### config.mk
export PLATFORM = sky130hd
export DESIGN_NAME = tvs_axis
export DESIGN_NICKNAME = d
export VERILOG_FILES = /design/src/rtl/core/tvs_pkg.sv /design/src/rtl/core/tvs_axis.sv
export SDC_FILE = /design/constraint.sdc
export NUM_CORES = 1
export LEC_CHECK = 0
export CAP_MARGIN = 20
export CORE_AREA = 2 2 39 41
export DETAILED_ROUTE_END_ITERATION = 6
export DIE_AREA = 0 0 41 43
export DONT_BUFFER_PORTS = 1
export PLACE_DENSITY = 0.73
export SYNTH_ARGS = -nofsm -noshare
export SYNTH_HDL_FRONTEND = slang
export SYNTH_SLANG_ARGS = --single-unit
export TNS_END_PERCENT = 100
### constraint.sdc
create_clock -name vclk -period 8.8
set_input_delay 1.32 -clock vclk [all_inputs]
set_output_delay 1.32 -clock vclk [all_outputs]
set_load 0.02 [all_outputs]
### src/rtl/core/tvs_pkg.sv
// ----------------------------------------------------------------------------
// tvs_pkg
// Shared codes and fixed field widths of the trilinear volume sampler.
// ----------------------------------------------------------------------------
package tvs_pkg;

  localparam int unsigned VOX_W = 16;  // voxel and sample width
  localparam int unsigned IDX_W = 5;   // write index width per axis
  localparam int unsigned POS_W = 24;  // fixed-point position width
  localparam int unsigned CFG_W = 6;   // dimension register width
  localparam int unsigned CFG_IDX_W = 2;

  // Request kinds carried in tuser.
  localparam logic REQ_WRITE  = 1'b0;
  localparam logic REQ_SAMPLE = 1'b1;

  // Configuration register indexes.
  localparam logic [CFG_IDX_W-1:0] REG_DIM_X = 2'd0;
  localparam logic [CFG_IDX_W-1:0] REG_DIM_Y = 2'd1;
  localparam logic [CFG_IDX_W-1:0] REG_DIM_Z = 2'd2;

  localparam logic [CFG_W-1:0] DIM_RESET = 6'd32;

  localparam logic signed [VOX_W-1:0] SAT_MIN = -16'sd32768;
  localparam logic signed [VOX_W-1:0] SAT_MAX = 16'sd32767;

  localparam int unsigned IN_DATA_W  = 104;  // 103 bits of fields, padded
  localparam int unsigned OUT_DATA_W = 16;

endpackage

### src/rtl/core/tvs_axis.sv
// ----------------------------------------------------------------------------
// tvs_axis
// Clamps one fixed-point coordinate and yields the floor corner, the next
// corner and the fractional weight.
// ----------------------------------------------------------------------------
module tvs_axis #(
  parameter int unsigned MAX_DIM   = 32,
  parameter int unsigned FRAC_BITS = 8
) (
  input  logic signed [tvs_pkg::POS_W-1:0]     pos_i,
  input  logic [$clog2(MAX_DIM+1)-1:0]         dim_i,
  output logic [$clog2(MAX_DIM)-1:0]           lo_o,
  output logic [$clog2(MAX_DIM)-1:0]           hi_o,
  output logic [FRAC_BITS-1:0]                 frac_o
);
  import tvs_pkg::*;

  localparam int unsigned CW = $clog2(MAX_DIM);
  localparam int unsigned DW = $clog2(MAX_DIM + 1);
  localparam int unsigned TW = DW + FRAC_BITS;
  localparam int unsigned EW = ((POS_W > TW) ? POS_W : TW) + 1;

  logic [DW-1:0]          dim_m1;
  logic signed [EW-1:0]   pos_ext;
  logic signed [EW-1:0]   top_ext;
  logic signed [EW-1:0]   clamped;
  logic [DW-1:0]          lo_w;
  logic [DW-1:0]          next_w;

  always_comb begin
    dim_m1  = dim_i - DW'(1);
    pos_ext = $signed({{(EW-POS_W){pos_i[POS_W-1]}}, pos_i});
    top_ext = $signed({{(EW-TW){1'b0}}, dim_m1, {FRAC_BITS{1'b0}}});
    if (pos_i[POS_W-1]) begin
      clamped = '0;
    end else if (pos_ext > top_ext) begin
      clamped = top_ext;
    end else begin
      clamped = pos_ext;
    end
    lo_w   = DW'(clamped[CW+FRAC_BITS-1:FRAC_BITS]);
    next_w = lo_w + DW'(1);
    lo_o   = lo_w[CW-1:0];
    hi_o   = (next_w < dim_i) ? next_w[CW-1:0] : dim_m1[CW-1:0];
    frac_o = clamped[FRAC_BITS-1:0];
  end

endmodule
==> run summary <==
Synthesis
• ha_1 (13), inv_1 (8), nor2_1 (8) — most used standard cells in the synthesized netlist
• ha_1 — count leader, synth
• ha_1 (21%), and2_1 (5.8%), xnor2_1 (5.8%) — top cells by area, synth
• 7.61 um^2 — synthesized area per cell
• 100 — synthesized instance count
• 0% — register area share after synthesis
• 21.4% — Yosys top cell area share
• 143 — Net Count, Synth
• ha_1 — cell type with the highest aggregate area in the netlist
• 0 — yosys warns
• 38 — count of cell types in the netlist
• 761 um^2 — cell area after synthesis

CTS
• 0 — number of hold buffers added after CTS
• 0 — CTS-repair resized insts
• 0 — buffer count from post-CTS setup fixing

Placed design
• 0.765 — final weighted congestion in routability-driven placement
• 0 — number of input and output port buffers inserted
• 796 um^2 — Placed Area
• 1520 um — DPL Wire Length

Final layout
• 0 — Antenna Diode Count
• 0 — sequential cells
• 12.9% — share of final-layout standard cells stronger than drive strength 1
• 4.61% — synthesis-to-layout area growth
• 0 — number of clock-tree buffers in the layout
• 142 — number of fill cells in the layout
• 796 um^2 — final non-filler cell area
• 146 — total number of nets in the final design
• 723 um^2 — area of combinational cells with multiple inputs
• 0 um^2 — area of all sequential standard cells

Power
• 16.4 uW — Internal
• 27.5 uV — largest voltage drop on the vdd net
• 100.0% — share of power burned in combinational logic
• 61.5% — net switching share of the total power
• 0% — part of the power in registers
• 26.2 uW — net load switching power
• 53.4 nW/um^2 — Power Dens Cells
• 0% — clock network power share
• 0.000354 uW — leakage power

STA
• 0 — number of setup violations in the final report
• 0.648 ns — Least-Margin Pin Slew
• 0 ns — final-layout setup total negative slack
• 0 — number of max-slew violations in the final report
• 2.68 ns — worst hold slack across all endpoints
• 56.4% — worst rel slew slack
• 86.4% — final critical-path share of the clock period
• 132 MHz — Max Clk Rate
• 0 — Hold Vio Cnt, Final
• 7.60 ns — final period demand of the worst path
• false — unrepaired setup endpoints after global routing

Global route
• 635 — number of global-route vias before repair
• 14 — largest net degree at the start of global routing
• 0 — number of antenna violations at the first check in global routing
• 2730 um — wire length of the first global-routing pass
• 20.8% — all-layer global routing usage
• 0 — gr ovfl total

Critical path
• in2out — kind of critical path
• ha_1 — cell with the most instances on the worst path
• 8 — largest fanout of any net on the critical path
• compound AO/OA/AOI/OAI gates — category of cells accounting for the largest share of critical-path delay
• 0.48 ns — delay contributed by the slowest stage of the critical path
• mux2i_1 — Critical-path top delay cell
• input pin — nature of the critical path startpoint
• 1 — critical path buffer and inverter count
• 7.48 ns — Worst EP required
• output pin — kind of end point of the critical path
• 6.28 ns — endpoint arrival time on the critical path
• nor3_1 -> nand3_1 -> xnor2_1 -> ha_1 -> a21oi_1 -> nand2_1 -> or3_1 -> a21o_4 -> a211oi_1 -> buf_4 -> ha_1 -> nand2b_1 -> a221oi_1 -> nand2_1 -> xnor2_1 -> ha_1 -> a41oi_1 -> o21ai_0 -> a21oi_1 -> o21a_1 -> a41o_1 -> mux2i_1 — series of cell instances along the critical path

Floorplan
• 43 um — die extent in y
• 55.0% — initial core utilization
• 48 — number of placed I/O pins
• 14 — number of rows created at floorplan
• 1380 um^2 — area inside the core boundary
• 41 um — Die X-Extent
• 1760 um^2 — floorplan die area

Routing
• 753 — total via count in the routed design
• 0 — Detail Route Antenna Nets
• 1760 um — DRT Wirelength
• 6.44 — detailed-route vias per instance
• 19 — DRT iter0 DRCs
• 0 — remaining design rule violation count
• 15.1 um — Routed wire per std cell
• 4 — 1st-pass router iterations

Status
• completed — result of the run

Worst hold path
• in2out — kind of path behind the tightest hold check

Flow run
• 0 — count of maximum capacitance violations

cell type report:
class | count | area share (%)
Inverter | 8 | 3.77
Multi-Input combinational cell | 90 | 90.9
Tap cell | 16 | 2.52
Timing Repair Buffer | 3 | 2.83
metal layers:
layer / vias to the layer above / GRT usage (%) / wire length (um)
met5: - / 0 / 0
met4: 0 / 0 / 0
met3: 0 / 4.19 / 156
met2: 40 / 32.2 / 778
met1: 332 / 30.7 / 826
li1: 381 / - / -
through the flow:
step	total power, uW	setup WS (ns)	instances	util (%)
final	42.5	1.20	117	57.5
after global routing	47.3	0.728	117	57.5
after CTS	42.4	1.18	117	57.5
after detailed placement	42.2	1.19	117	57.5
after global placement	41.3	1.31	117	57.5
after floorplan	35.9	1.30	100	-
kinds of logic after synthesis:
group	synth area share (%)
AND/OR/NAND/NOR	30.9
AO/OA/AOI/OAI	28.1
adder cells (fa/ha/maj)	21.4
buffers and inverters	4.93
XOR/XNOR	8.06
multiplexers	6.58
power groups by stage:
stage	registers (uW)	clock network, uW	logic, uW
finish	0	0	42.5
global route	0	0	47.3
CTS	0	0	42.4
detailed placement	0	0	42.2
global placement	0	0	41.3
floorplan	0	0	35.9
path summary, 6_finish.rpt:
check | from | end | cells past startpoint
hold / removal | pos_i[23] | lo_o[3] | 1
setup / recovery | dim_i[1] | hi_o[0] | 22
cell usage in the layout (no fill, tap or decap), types with 2 or more instances in the layout:
master	synthesis	routed
a211oi_1	2	2
a21oi_1	5	5
a41oi_1	2	2
and2_1	7	7
and3_1	2	2
buf_4	0	3
ha_1	13	13
inv_1	8	8
mux2_4	2	2
mux2i_1	2	2
nand2_1	7	7
nand2b_1	2	2
nand3_1	2	2
nand4_1	2	2
nor2_1	8	8
nor4_1	2	2
o21ai_0	5	5
or3_1	2	2
xnor2_1	5	5
xor2_1	2	2
(Power assumes the default switching activity.)
